<file path="config.mk">
export PLATFORM = sky130hd
export DESIGN_NAME = lca_ctrl
export DESIGN_NICKNAME = d
export VERILOG_FILES = /design/src/life_cellular_automaton_macros.svh /design/src/lca_pkg.sv /design/src/lca_ctrl.sv
export SDC_FILE = /design/constraint.sdc
export NUM_CORES = 1
export LEC_CHECK = 0
export BUFFER_PORTS_ARGS = -buffer_cell sky130_fd_sc_hd__buf_2
export CAP_MARGIN = 20
export CORE_MARGIN = 2
export CORE_UTILIZATION = 52
export DETAILED_ROUTE_END_ITERATION = 6
export PLACE_DENSITY = 0.82
export SETUP_SLACK_MARGIN = 0.05
export SYNTH_ARGS = -nofsm -noshare
export SYNTH_HDL_FRONTEND = slang
export SYNTH_SLANG_ARGS = --single-unit
</file>
<file path="constraint.sdc">
create_clock -name clk -period 4.36 [get_ports clk]
set_input_delay 0.218 -clock clk [delete_from_list [all_inputs] [get_ports clk]]
set_output_delay 0.218 -clock clk [all_outputs]
set_load 0.01 [all_outputs]
</file>
<file path="src/life_cellular_automaton_macros.svh">
// assertion macros used by the top-level file that checks this block
`ifndef LIFE_CELLULAR_AUTOMATON_MACROS_SVH
`define LIFE_CELLULAR_AUTOMATON_MACROS_SVH

// property that must hold in the same cycle as its trigger
`define LCA_ASSERT_SAME(label, ante, cons, msg) \
    label: assert property (@(posedge clk) disable iff (!rst_n) (ante) |-> (cons)) \
        else $error(msg);

// property that must hold in the cycle after its trigger
`define LCA_ASSERT_NEXT(label, ante, cons, msg) \
    label: assert property (@(posedge clk) disable iff (!rst_n) (ante) |=> (cons)) \
        else $error(msg);

`endif

</file>
<file path="src/lca_pkg.sv">
// ----------------------------------------------------------------------------
// lca_pkg
// Shared constants, command codes and control/status types for the
// life cellular automaton block.
// ----------------------------------------------------------------------------
package lca_pkg;

    // grid storage size
    localparam int GRID_COLS = 64;
    localparam int GRID_ROWS = 64;
    localparam int COL_AW    = $clog2(GRID_COLS);
    localparam int ROW_AW    = $clog2(GRID_ROWS);

    // sweep step counter covers the rows plus two pipeline steps
    localparam int STEP_W    = $clog2(GRID_ROWS + 2);

    // transaction field widths
    localparam int CMD_W     = 3;
    localparam int FCOL_W    = 6;
    localparam int FROW_W    = 6;

    // configuration port
    localparam int CFG_W     = 7;
    localparam int CFG_IDX_W = 1;
    localparam logic [CFG_IDX_W-1:0] CFG_COLUMNS = 1'b0;
    localparam logic [CFG_IDX_W-1:0] CFG_ROWS    = 1'b1;
    localparam logic [CFG_W-1:0]     COLS_RESET  = 7'd60;
    localparam logic [CFG_W-1:0]     ROWS_RESET  = 7'd40;

    // command codes
    localparam logic [CMD_W-1:0] CMD_TOGGLE  = 3'd0;
    localparam logic [CMD_W-1:0] CMD_START   = 3'd1;
    localparam logic [CMD_W-1:0] CMD_STOP    = 3'd2;
    localparam logic [CMD_W-1:0] CMD_ADVANCE = 3'd3;
    localparam logic [CMD_W-1:0] CMD_READ    = 3'd4;

    // controller to datapath commands
    typedef struct packed {
        logic              latch;
        logic              sweep_clr;
        logic              sweep_en;
        logic [STEP_W-1:0] step;
        logic              rd_item;
        logic              look;
        logic              load_out;
    } lca_ctrl_t;

    // datapath to controller status
    typedef struct packed {
        logic             adv_go;
        logic [CFG_W-1:0] rows_act;
        logic             out_free;
    } lca_status_t;

endpackage

</file>
<file path="src/lca_ctrl.sv">
// ----------------------------------------------------------------------------
// lca_ctrl
// Controller state machine: accepts a command transaction, runs the row
// sweep for an advance, looks up the addressed cell and hands off the result.
// ----------------------------------------------------------------------------
module lca_ctrl (
    input  logic                 clk,
    input  logic                 rst_n,
    input  logic                 cmd_valid,
    output logic                 cmd_ready,
    input  lca_pkg::lca_status_t status,
    output lca_pkg::lca_ctrl_t   ctrl
);

    localparam logic [2:0] S_IDLE  = 3'd0;
    localparam logic [2:0] S_SWEEP = 3'd1;
    localparam logic [2:0] S_READ  = 3'd2;
    localparam logic [2:0] S_LOOK  = 3'd3;
    localparam logic [2:0] S_DONE  = 3'd4;

    logic [2:0]                  state_reg;
    logic [2:0]                  state_next;
    logic [lca_pkg::STEP_W-1:0]  step_reg;
    logic [lca_pkg::STEP_W-1:0]  step_next;
    logic                        sweep_last;

    // the sweep ends on the step that writes the last active row
    assign sweep_last = (step_reg == (lca_pkg::STEP_W'(status.rows_act)
                                      + lca_pkg::STEP_W'(1)));

    // next state and command decode
    always_comb
    begin
        state_next     = state_reg;
        step_next      = step_reg;
        cmd_ready      = 1'b0;
        ctrl           = '0;
        ctrl.step      = step_reg;
        case (state_reg)
            S_IDLE:
            begin
                cmd_ready = 1'b1;
                if (cmd_valid)
                begin
                    ctrl.latch = 1'b1;
                    if (status.adv_go)
                    begin
                        ctrl.sweep_clr = 1'b1;
                        step_next      = '0;
                        state_next     = S_SWEEP;
                    end
                    else
                    begin
                        state_next = S_READ;
                    end
                end
            end
            S_SWEEP:
            begin
                ctrl.sweep_en = 1'b1;
                if (sweep_last)
                begin
                    state_next = S_READ;
                end
                else
                begin
                    step_next = step_reg + lca_pkg::STEP_W'(1);
                end
            end
            S_READ:
            begin
                ctrl.rd_item = 1'b1;
                state_next   = S_LOOK;
            end
            S_LOOK:
            begin
                ctrl.look  = 1'b1;
                state_next = S_DONE;
            end
            S_DONE:
            begin
                if (status.out_free)
                begin
                    ctrl.load_out = 1'b1;
                    state_next    = S_IDLE;
                end
            end
            default:
            begin
                state_next = S_IDLE;
            end
        endcase
    end

    // state and step counter
    always_ff @(posedge clk or negedge rst_n)
    begin
        if (!rst_n)
        begin
            state_reg <= S_IDLE;
            step_reg  <= '0;
        end
        else
        begin
            state_reg <= state_next;
            step_reg  <= step_next;
        end
    end

endmodule

</file>
### Word-level counts from Yosys, hierarchy flattened

Cells that the tools add are included.
Widths: inputs -> output; s select.

* register bits: 10
* bits in latches: 0
* bits in writable memories: 0
* bits in read-only memories: 0
* input bits: 12
* output and inout port bits: 14
* word-level logic and storage cells: 36
* memories kept: 0

* $add $sub $neg: 2
* multipliers: 0
* div/mod/pow operators: 0
* order comparisons: 0
* equal/unequal tests: 10
* shifts and indexed selects: 0
* muxes and demuxes: 18
* bitwise operators: 0
* reduce and logical (&&, ||, !) cells: 4

Operators by type and width (number)
* $mux 7: 3
* $pmux 3 s5: 1
* $add 7x1->7 const B: 2
* $pmux 7 s2: 1
* $ne 2x2->1 const B: 5
* $mux 3: 3
* $eq 7x7->1: 1
* $mux 1: 7
* $eq 3x2->1 const B: 2
* $mux 2: 3
* $reduce_and 4->1: 1
* $eq 3x1->1 const B: 1
* $eq 3x3->1 const B: 1
* $logic_not 3->1: 1
* $reduce_and 3->1: 1
* $reduce_bool 2->1: 1

### Depth between registers and ports, before layout

Gate-level depths: netlist of the first run.

* word-level depth: 4
* mapped depth: 8

### Least setup slack after synthesis of the first run

OpenSTA, ideal clock, no wires.

* path type: register to register
* start point: register state_reg[2]
* end point: register step_reg[4] (netlist bit)
* setup time: 0.124 ns
* arrival time: 1.652 ns
* required time: 4.236 ns
* slack: 2.584 ns
* cell stages (with the launch flop): 6
* path buffers: 1
* clock period less this slack: 1.776 ns
* path through: dfrtp_1 clkbuf_1 nor3b_1 o21ai_2 and2_4 a211o_1

* word-level cells in the longest chain between the ends: 3
* elaborated cells between the ends (all ways): 8

RTL lines
* from (decl): RTL line lca_ctrl.sv:21 `logic [2:0] state_reg;`
* from (signal assigned): RTL line lca_ctrl.sv:105 `state_reg <= state_next;`
* $eq 3x1->1 or $logic_not 3->1 (tied branches): RTL line lca_ctrl.sv:39 `case (state_reg)`
* $ne 2x2->1 (no line) or $reduce_bool 2->1 (tied branches)
* $reduce_and 4->1 (no line)
* to (signal assigned): RTL line lca_ctrl.sv:106 `step_reg <= step_next;`
* to (decl): RTL line lca_ctrl.sv:23 `logic [lca_pkg::STEP_W-1:0] step_reg;`

Parallel ways exist; a longest one is shown, timed or not.
A chain may end at the register's enable or synchronous reset.

### Worst setup path after layout of the first run

* start point: register step_reg[2] (netlist bit)
* end point: register step_reg[5] (netlist bit)

* word-level cells in the longest chain between the ends: 3
* elaborated cells between the ends (all ways): 6

RTL lines (RTL line)
* $add 7x1->7 or $eq 7x7->1 (tied branches): lca_ctrl.sv:67, lca_ctrl.sv:28
* $mux 7 or $ne 2x2->1 (tied branches)
* $pmux 7 s2 or $reduce_and 4->1 (tied branches)

Parallel ways exist; a longest one is shown, timed or not. The select of a mux whose other input is x is not followed.

==> results of run 1 <==
cell usage after synthesis:
master / n / share of area
clkbuf_1: 2 / 0.0099
a21bo_2: 1 / 0.013
a221oi_1: 1 / 0.012
nand2b_1: 3 / 0.025
o21ai_0: 4 / 0.026
a21oi_1: 2 / 0.013
and4_2: 1 / 0.013
and3_1: 2 / 0.016
xnor2_1: 5 / 0.058
nor2b_1: 1 / 0.0082
nand4b_1: 1 / 0.012
nand3_1: 5 / 0.033
a21o_1: 2 / 0.020
o21ba_1: 1 / 0.013
a31oi_1: 2 / 0.016
nor2_2: 1 / 0.0082
xor2_1: 4 / 0.046
ha_1: 2 / 0.033
and3b_1: 1 / 0.012
buf_2: 1 / 0.0066
a211o_1: 2 / 0.023
nor3_1: 5 / 0.033
o21ai_2: 1 / 0.012
o22a_1: 1 / 0.012
nor2_1: 6 / 0.030
dfrtp_1: 10 / 0.33
o21bai_1: 1 / 0.0099
and3_2: 1 / 0.0099
nor3b_1: 2 / 0.020
and2_4: 1 / 0.012
and4_1: 1 / 0.012
buf_6: 1 / 0.015
o22ai_1: 1 / 0.0082
a32oi_1: 1 / 0.012
inv_1: 4 / 0.020
nand2_1: 6 / 0.030
o2111ai_1: 1 / 0.012
nand3b_1: 1 / 0.0099
kinds of logic (layout without fill, tap and decap cells):
logic type,after synthesis,in the layout,share of synthesized area
compound gates,21,21,0.2010
fa+ha+maj,2,2,0.03294
xor+xnor,9,9,0.1038
buf+inv,8,34,0.05106
flops,10,10,0.3295
simple gates,38,38,0.2817
routing by layer:
layer	global-route usage	vias to the layer above	routed length (um)	share of wire
met3	0.04310	2	75	0.042
met4	0.08125	0	14	0.0079
li1	-	376	-	-
met5	0	-	0	0
met2	0.3077	20	895	0.50
met1	0.2634	347	789	0.44
stage by stage:
| step | worst slack [ns] | instances | hold slack (ns) | utilization | cell area (um^2) |
|---|---|---|---|---|---|
| 3_3_place_gp | 2.227 | 124 | 0.08962 | 0.6595 | 879.6 |
| 2_1_floorplan | 2.584 | 88 | -0.07759 | - | 759.5 |
| 3_5_place_dp | 2.098 | 124 | 0.09088 | 0.6595 | 879.6 |
| 6_report | 2.288 | 129 | 0.1725 | 0.6942 | 925.9 |
| 4_1_cts | 2.311 | 129 | 0.1571 | 0.6942 | 925.9 |
| 5_1_grt | 2.153 | 129 | 0.1667 | 0.6942 | 925.9 |
placed cells by master (no fill, tap or decap), types with 2 or more instances in the layout:
master / count
inv_1: 4
a211o_1: 2
a21oi_1: 2
buf_2: 25
o21ai_0: 4
a21o_1: 2
ha_1: 2
a31oi_1: 2
nor2_1: 6
nand3_1: 5
nand2b_1: 3
nand2_1: 6
nor3_1: 5
xnor2_1: 5
xor2_1: 4
clkbuf_4: 3
dfrtp_1: 10
nor3b_1: 2
and3_1: 2
where the power goes:
group          switching [uW]  leakage, uW  internal [uW]
clock                    31.2    0.0000210           50.6
combinational             133     0.000329            122
sequential               60.0     0.000132            124
total                     224     0.000481            297
final cells by class:
cell class	count	area [um^2]	share of cell area
Tap cell	15	18.77	0.02027
Timing Repair Buffer	26	135.1	0.1459
Inverter	4	15.01	0.01622
Sequential cell	10	250.2	0.2703
Clock buffer	4	36.28	0.03919
Multi-Input combinational cell	70	470.5	0.5081
worst max-delay path, delay by kind of cell, from the launching register on:
family	cells	cell delay (ns)
AO/OA/AOI/OAI	5	1.39
flip-flops	1	0.46
AND/OR/NAND/NOR	1	0.11
worst min-delay path by stage:
stage,end,start,slack [ns],cells after the start
after floorplan,state_reg[0],rst_n,-0.08,0
after global placement,step_reg[3],rst_n,0.09,1
after detailed placement,step_reg[5],rst_n,0.09,1
after CTS,state_reg[2],status[0],0.16,2
after global routing,state_reg[2],status[0],0.17,2
final,state_reg[2],status[0],0.17,2
==> results.env, run 1 <==
CLK_PATH_BUF_DEPTH=2
WORST_SETUP_HOLD_PATH_CLK_SLEW_NS=0.07
MAPPEDNETLISTNETS=102
TIMING.CRITICAL_PATH.CELLS='o21ba_1 > a221oi_1 > o22ai_1 > o21ai_2 > nor3_1 > a211o_1'
SYN_TO_FINAL_GROWTH_PCT=21.91
CP-ENDPOINT='step_reg[5]'
TIMING.SETUP.CRITICAL_PATH_CLASS='reg -> reg'
DRTPASS1ITERATIONS=5
WORST-ENDPOINT-REQUIRED_NS=4.50
TOTALWIRELENGTH_UM=1774
FP.COREAREA_UM2=1334
WORST_SLEW_PIN_SLEW_NS=0.5740
GLOBALROUTE.TOTALOVERFLOW=0
FF_TO_FF_START='step_reg[2]'
NUMBER_OF_ANTENNA_VIOLATIONS_AT_THE_FIRST_CHECK_IN_GLOBAL_ROUTING=0
SYNTH_CELL_TYPE_COUNT=38
DRCVIOLATIONCOUNT=0
CTS_RESIZED=0
LARGEST_REGISTER_FF_COUNT=7
WORST_HOLD_CLASS='in -> reg'
LAYOUT_WORST_PATH_CYCLE_SHARE=0.4753
MAXSLEWVIOLCOUNT=0
POSTCTSSETUPBUFFERS=0
DRIVE_GT1_FRAC=0.3070
CTS_HOLD_BUFFERS=1
WORSTPATHARRIVAL_NS=2.22
GR-USAGE-ALL-LAYERS=0.1975
POWER_LEAKAGE_uW=0.0004811
HTREEDEPTH=1
PORTBUFFERS=25
PWR_DENSITY_CELL_nW_PER_UM2=562.0
CTS_TREE='yes'
RSZ0062_AT_GRT='false'
REG2REG_SETUP_SLACK_NS=2.29
FIN_TNS_SETUP_NS=0
YOSYS_REGISTER_BITS=10
DIODES=0
CTS-BUFFERS-INSERTED=3
FIRST_GLOBAL_VIAS=658
LAYOUT.FILLER_CELLS=114
ROOT_BUFFER_CELL='clkbuf_4'
FP.DIEAREA_UM2=1782
LAYOUT_MIN_CYCLE_TIME_NS=2.072
PIN_COUNT=26
NUM_VIAS=745
CHIPWIDTH_UM=42.22
CLOCK.FMAX_MHz=482.5
DETAILED_PLACE_HPWL_UM=1398
DIE_HEIGHT_UM=42.22
CTS_NUM_SINKS=10
WORSTPATHMAXFANOUT=14
RR_WORST_DEPTH=6
TIMING.MAX_CAP.VIOLATIONS=0
STARTING_UTILIZATION_OF_THE_CORE_AREA=0.5694
CLK-INSERTION-DELAY-LATE_NS=0.26
SYNTH.AVG_CELL_AREA_UM2=8.630
WORSTSETUPENDPOINTTYPE='flop'
DRTANTENNAVIOLNETS=0
STD_CELL_ROWS=13
TIMING.CLOCK.SKEW_NS=0.002690
POST_DRT_VIA_CELL_RATIO=5.775
POWER.IR.VDD_WORST_uV=469.7
WORST_SLEW_MARGIN_REL=0.6173
OVERALL_POWER_uW=520.3
CRIT_PATH_MAX_DELAY_CELL_TYPE='o21ai_2'
PLACE.GP.CONGESTION=0.7412
GRT_FIRST_PASS_WIRELENGTH_UM=2732
GRT_MAX_DEGREE=15
YS_SEQ_AREA_FRAC=0.3295
RUN_STATUS='complete, no violations'
FINISH.NET_COUNT=129
SYNTH_AREA_UM2=759.5
YOSYSWARNINGS=0
REG2REG_TO='step_reg[5]'
WL_PER_CELL_UM=13.75
CRITPATHMAXSTAGEDELAY_NS=0.48
SYN-INSTANCE-COUNT=88
DRT-INITIAL-DRC-COUNT=19
SETUP_FAILING_EPS_FINAL=0
TIMING.FINAL.HOLD_VIOLATIONS=0
CRITICAL_PATH_STARTPOINT='step_reg[2]'
STARTPOINT_TYPE='flop'
Power figures use the tool's default switching activity.
==> run 2, diff against run 1 <==
--- a/config.mk
+++ b/config.mk
@@ -8,9 +8,9 @@
 export BUFFER_PORTS_ARGS = -buffer_cell sky130_fd_sc_hd__buf_2
 export CAP_MARGIN = 20
 export CORE_MARGIN = 2
-export CORE_UTILIZATION = 52
+export CORE_UTILIZATION = 43
 export DETAILED_ROUTE_END_ITERATION = 6
-export PLACE_DENSITY = 0.82
+export PLACE_DENSITY = 0.73
 export SETUP_SLACK_MARGIN = 0.05
 export SYNTH_ARGS = -nofsm -noshare
 export SYNTH_HDL_FRONTEND = slang
==> constraint.sdc (replaced) <==
create_clock -name clk -period 1.69 [get_ports clk]
set_input_delay 0.0845 -clock clk [delete_from_list [all_inputs] [get_ports clk]]
set_output_delay 0.0845 -clock clk [all_outputs]
set_load 0.01 [all_outputs]
==> run 2 against run 1 <==
Effect of this change: the run now ends with setup timing left; hold slack got worse by 0.16 ns; combinational power rose to 4.1 times the previous value; sequential power rose by 120%; critical path depth rose by 1; register-to-register slack got worse by 2.3 ns; total power rose to 3.1 times the previous value; non-clock buffer count rose by 19; cell count rose by 16%; global-route usage rose by 1.5 points; critical path type unchanged.
==> results.env, run 2 (synthesis gave the netlist of run 1 again) <==
RUN_STATUS='finished, violations left'
FAILING_CHECKS='setup timing'
WORST_HOLD_PATH.NUM_CELLS=2  # unchanged
POWER_SWITCHING_SHARE=0.4063  # -0.02380
TIMING.CLOCK.SKEW_NS=0.007599  # +0.004909 ns
WORST_PATH_DOMINANT_CELL_FAMILY='compound AO/OA/AOI/OAI gates'
MOSTFREQUENTLAYOUTCELL='buf_2'
GLOBALROUTE.TOTALOVERFLOW=0  # unchanged
LAYOUT_SETUP_WS_NS=-0.03165  # -2.319 ns
TIMING.FINAL.HOLD_VIOLATIONS=0  # unchanged
CLOCKPOWERSHARE=0.108  # -0.049
FIRST_GLOBAL_VIAS=807  # +23%
GR-USAGE-ALL-LAYERS=0.2120  # +0.01452
WORST-ENDPOINT-REQUIRED_NS=1.84  # -2.66 ns
GRT_MAX_DEGREE=11  # -4
LAYOUT_WORST_PATH_CYCLE_SHARE=1.019  # +0.5434
MULTI_INPUT_AREA_UM2=536.8  # +14%
DRCVIOLATIONCOUNT=0  # unchanged
STARTPOINT_TYPE='flop'
WORST_SLEW_PIN_SLEW_NS=0.2479  # -0.3261 ns
ROOT_BUFFER_CELL='clkbuf_4'
TIMING.CRITICAL_PATH.DEPTH=7  # +1
CTS_NUM_SINKS=10  # unchanged
STARTING_UTILIZATION_OF_THE_CORE_AREA=0.4496  # -0.1198
DPL.CELL_COUNT=142  # +15%
REG2REG_SETUP_SLACK_NS=-0.03  # -2.32 ns
POST_DRT_VIA_CELL_RATIO=5.600  # -3.0%
LARGEST_REGISTER_FF_COUNT=7  # unchanged
FINISH.NET_COUNT=148  # +15%
RR_WORST_DEPTH=7  # +1
FP.COREAREA_UM2=1689  # +27%
PIN_COUNT=26  # unchanged
CLOCK.FMAX_MHz=580.8  # +20%
CTS-BUFFERS-INSERTED=3  # unchanged
OVERALL_POWER_uW=1607  # +210%
PORTBUFFERS=25  # unchanged
POWER.SHARE.SEQUENTIAL=0.251  # -0.103
HTREEDEPTH=1  # unchanged
DETAILED_PLACE_HPWL_UM=1466  # +4.9%
CRITICAL_PATH_STARTPOINT='step_reg[5]'
MAXSLEWVIOLCOUNT=0  # unchanged
DIODES=0  # unchanged
TIMING.CRITICAL_PATH.CELLS='xor2_2 > and4_1 > o2111ai_2 > o21ai_2 > buf_6 > nor3_1 > a211o_1'
LAYOUTNONFILLERINSTCOUNT=150  # +16%
CHIPWIDTH_UM=46.03  # +9.0%
WORST_HOLD_CLASS='in -> reg'
CTS_TREE='yes'
CLK-INSERTION-DELAY-LATE_NS=0.26  # about the same
FIN_TNS_SETUP_NS=-0.1025  # -0.1025 ns
PLACEMENT.SETUP.WORST_SLACK_NS=-0.1169  # -2.215 ns
WORSTPATHARRIVAL_NS=1.88  # -0.34 ns
CRITPATHMAXSTAGEDELAY_NS=0.42  # -0.06 ns
HP-START='status[0]'
POWER.NET_SWITCHING_uW=653.1  # +190%
TIMING.MAX_CAP.VIOLATIONS=0  # unchanged
GRT_FIRST_PASS_WIRELENGTH_UM=3174  # +16%
DRT-INITIAL-DRC-COUNT=11  # -8
CP.BUFFERS_INVERTERS=1  # +1
SETUP_FAILING_EPS_FINAL=4  # +4
WL_PER_CELL_UM=13.17  # -4.2%
WORSTPATHMAXFANOUT=5  # -9
LAYOUT_MIN_CYCLE_TIME_NS=1.722  # -0.3507 ns
RSZ0062_AT_GRT='true'
STD_CELL_ROWS=15  # +2
LAYOUT.FILLER_CELLS=150  # +32%
LAYOUT.AREA.SEQ_UM2=254.0  # +1.5%
MOSTFREQUENTLAYOUTCELLS='buf_2 (25), buf_4 (17), dfrtp_1 (7), nand2_1 (6), nor2_1 (6)'
POWER_REPORT.INTERNAL_TOTAL_uW=954.2  # +220%
FP.DIEAREA_UM2=2118  # +19%
POWER_LEAKAGE_uW=0.0005812  # +21%
WORST_SETUP_HOLD_PATH_CLK_SLEW_NS=0.07  # about the same
DRTANTENNAVIOLNETS=0  # unchanged
LOGIC_GATE_SHARE_OF_TOTAL_POWER=0.641  # +0.152
DIE_HEIGHT_UM=46.03  # +9.0%
POWER.IR.VDD_WORST_uV=798.8  # +70%
CRIT_PATH_MAX_DELAY_CELL_TYPE='dfrtp_2'
NUM_VIAS=840  # +13%
DRIVE_GT1_FRAC=0.4887  # +0.1817
FF_TO_FF_START='step_reg[5]'
PLACE.GP.CONGESTION=0.7497  # +1.1%
DRTPASS1ITERATIONS=4  # -1
CLK_PATH_BUF_DEPTH=2  # unchanged
WORSTSETUPENDPOINTTYPE='flop'
SYN_TO_FINAL_GROWTH_PCT=49.92
TOTALWIRELENGTH_UM=1976  # +11%
FINAL_UTIL=0.6741  # -0.02011
TIMING.SETUP.CRITICAL_PATH_CLASS='reg -> reg'
PWR_DENSITY_CELL_nW_PER_UM2=1412  # +150%
WORST_SLEW_MARGIN_REL=0.8336  # +0.2163
NUMBER_OF_ANTENNA_VIOLATIONS_AT_THE_FIRST_CHECK_IN_GLOBAL_ROUTING=0  # unchanged
[run 2: cell count changes in the layout (fill, tap and decap cells not counted), sizes merged]
cell,previous run,this run
buf,25,44
[run 2: worst paths after layout]
path	to
hold / removal	state_reg[2]
setup / recovery	step_reg[5]
hold reg to reg	step_reg[0]
min in group asynchronous	step_reg[6]
max in group asynchronous	step_reg[2]
setup reg to reg	step_reg[5]
[run 2: layout make-up]
type	count	share of cell area
Clock buffer	4	0.02308
Tap cell	17	0.01868
Multi-Input combinational cell	70	0.4714
Timing Repair Buffer	45	0.2506
Sequential cell	10	0.2231
Inverter	4	0.01319
[run 2: power by group through the flow]
stage | logic (uW) | registers (uW) | clock network, uW
final | 1030 | 404 | 173
after global routing | 1130 | 419 | 196
after CTS | 982 | 408 | 178
after detailed placement | 927 | 413 | 0
after global placement | 906 | 410 | 0
after floorplan | 573 | 411 | 0
[run 2: routing by layer]
layer | track usage | wire length [um]
met2 | 0.4000 | 1030
met1 | 0.2176 | 803
met3 | 0.03571 | 112
met5 | 0 | 0
met4 | 0.1086 | 29
[run 2: timing repair]
item                                    CTS  global route
setup buffers                             0             2
gates resized for setup                   6             3
pin swaps                                 6             2
endpoints found under the setup margin    6             9
cloned                                    1             0
hold buffers                              1             0
endpoints found under the hold margin    10             0
[run 2: metrics by stage]
step | area, um^2 | hold WS, ns
floorplan | 798.3 | -0.2111
global placement | 1041 | -0.03904
detailed placement | 1041 | -0.03739
CTS | 1105 | 0.01041
global route | 1139 | 0.02189
finish | 1139 | 0.01398
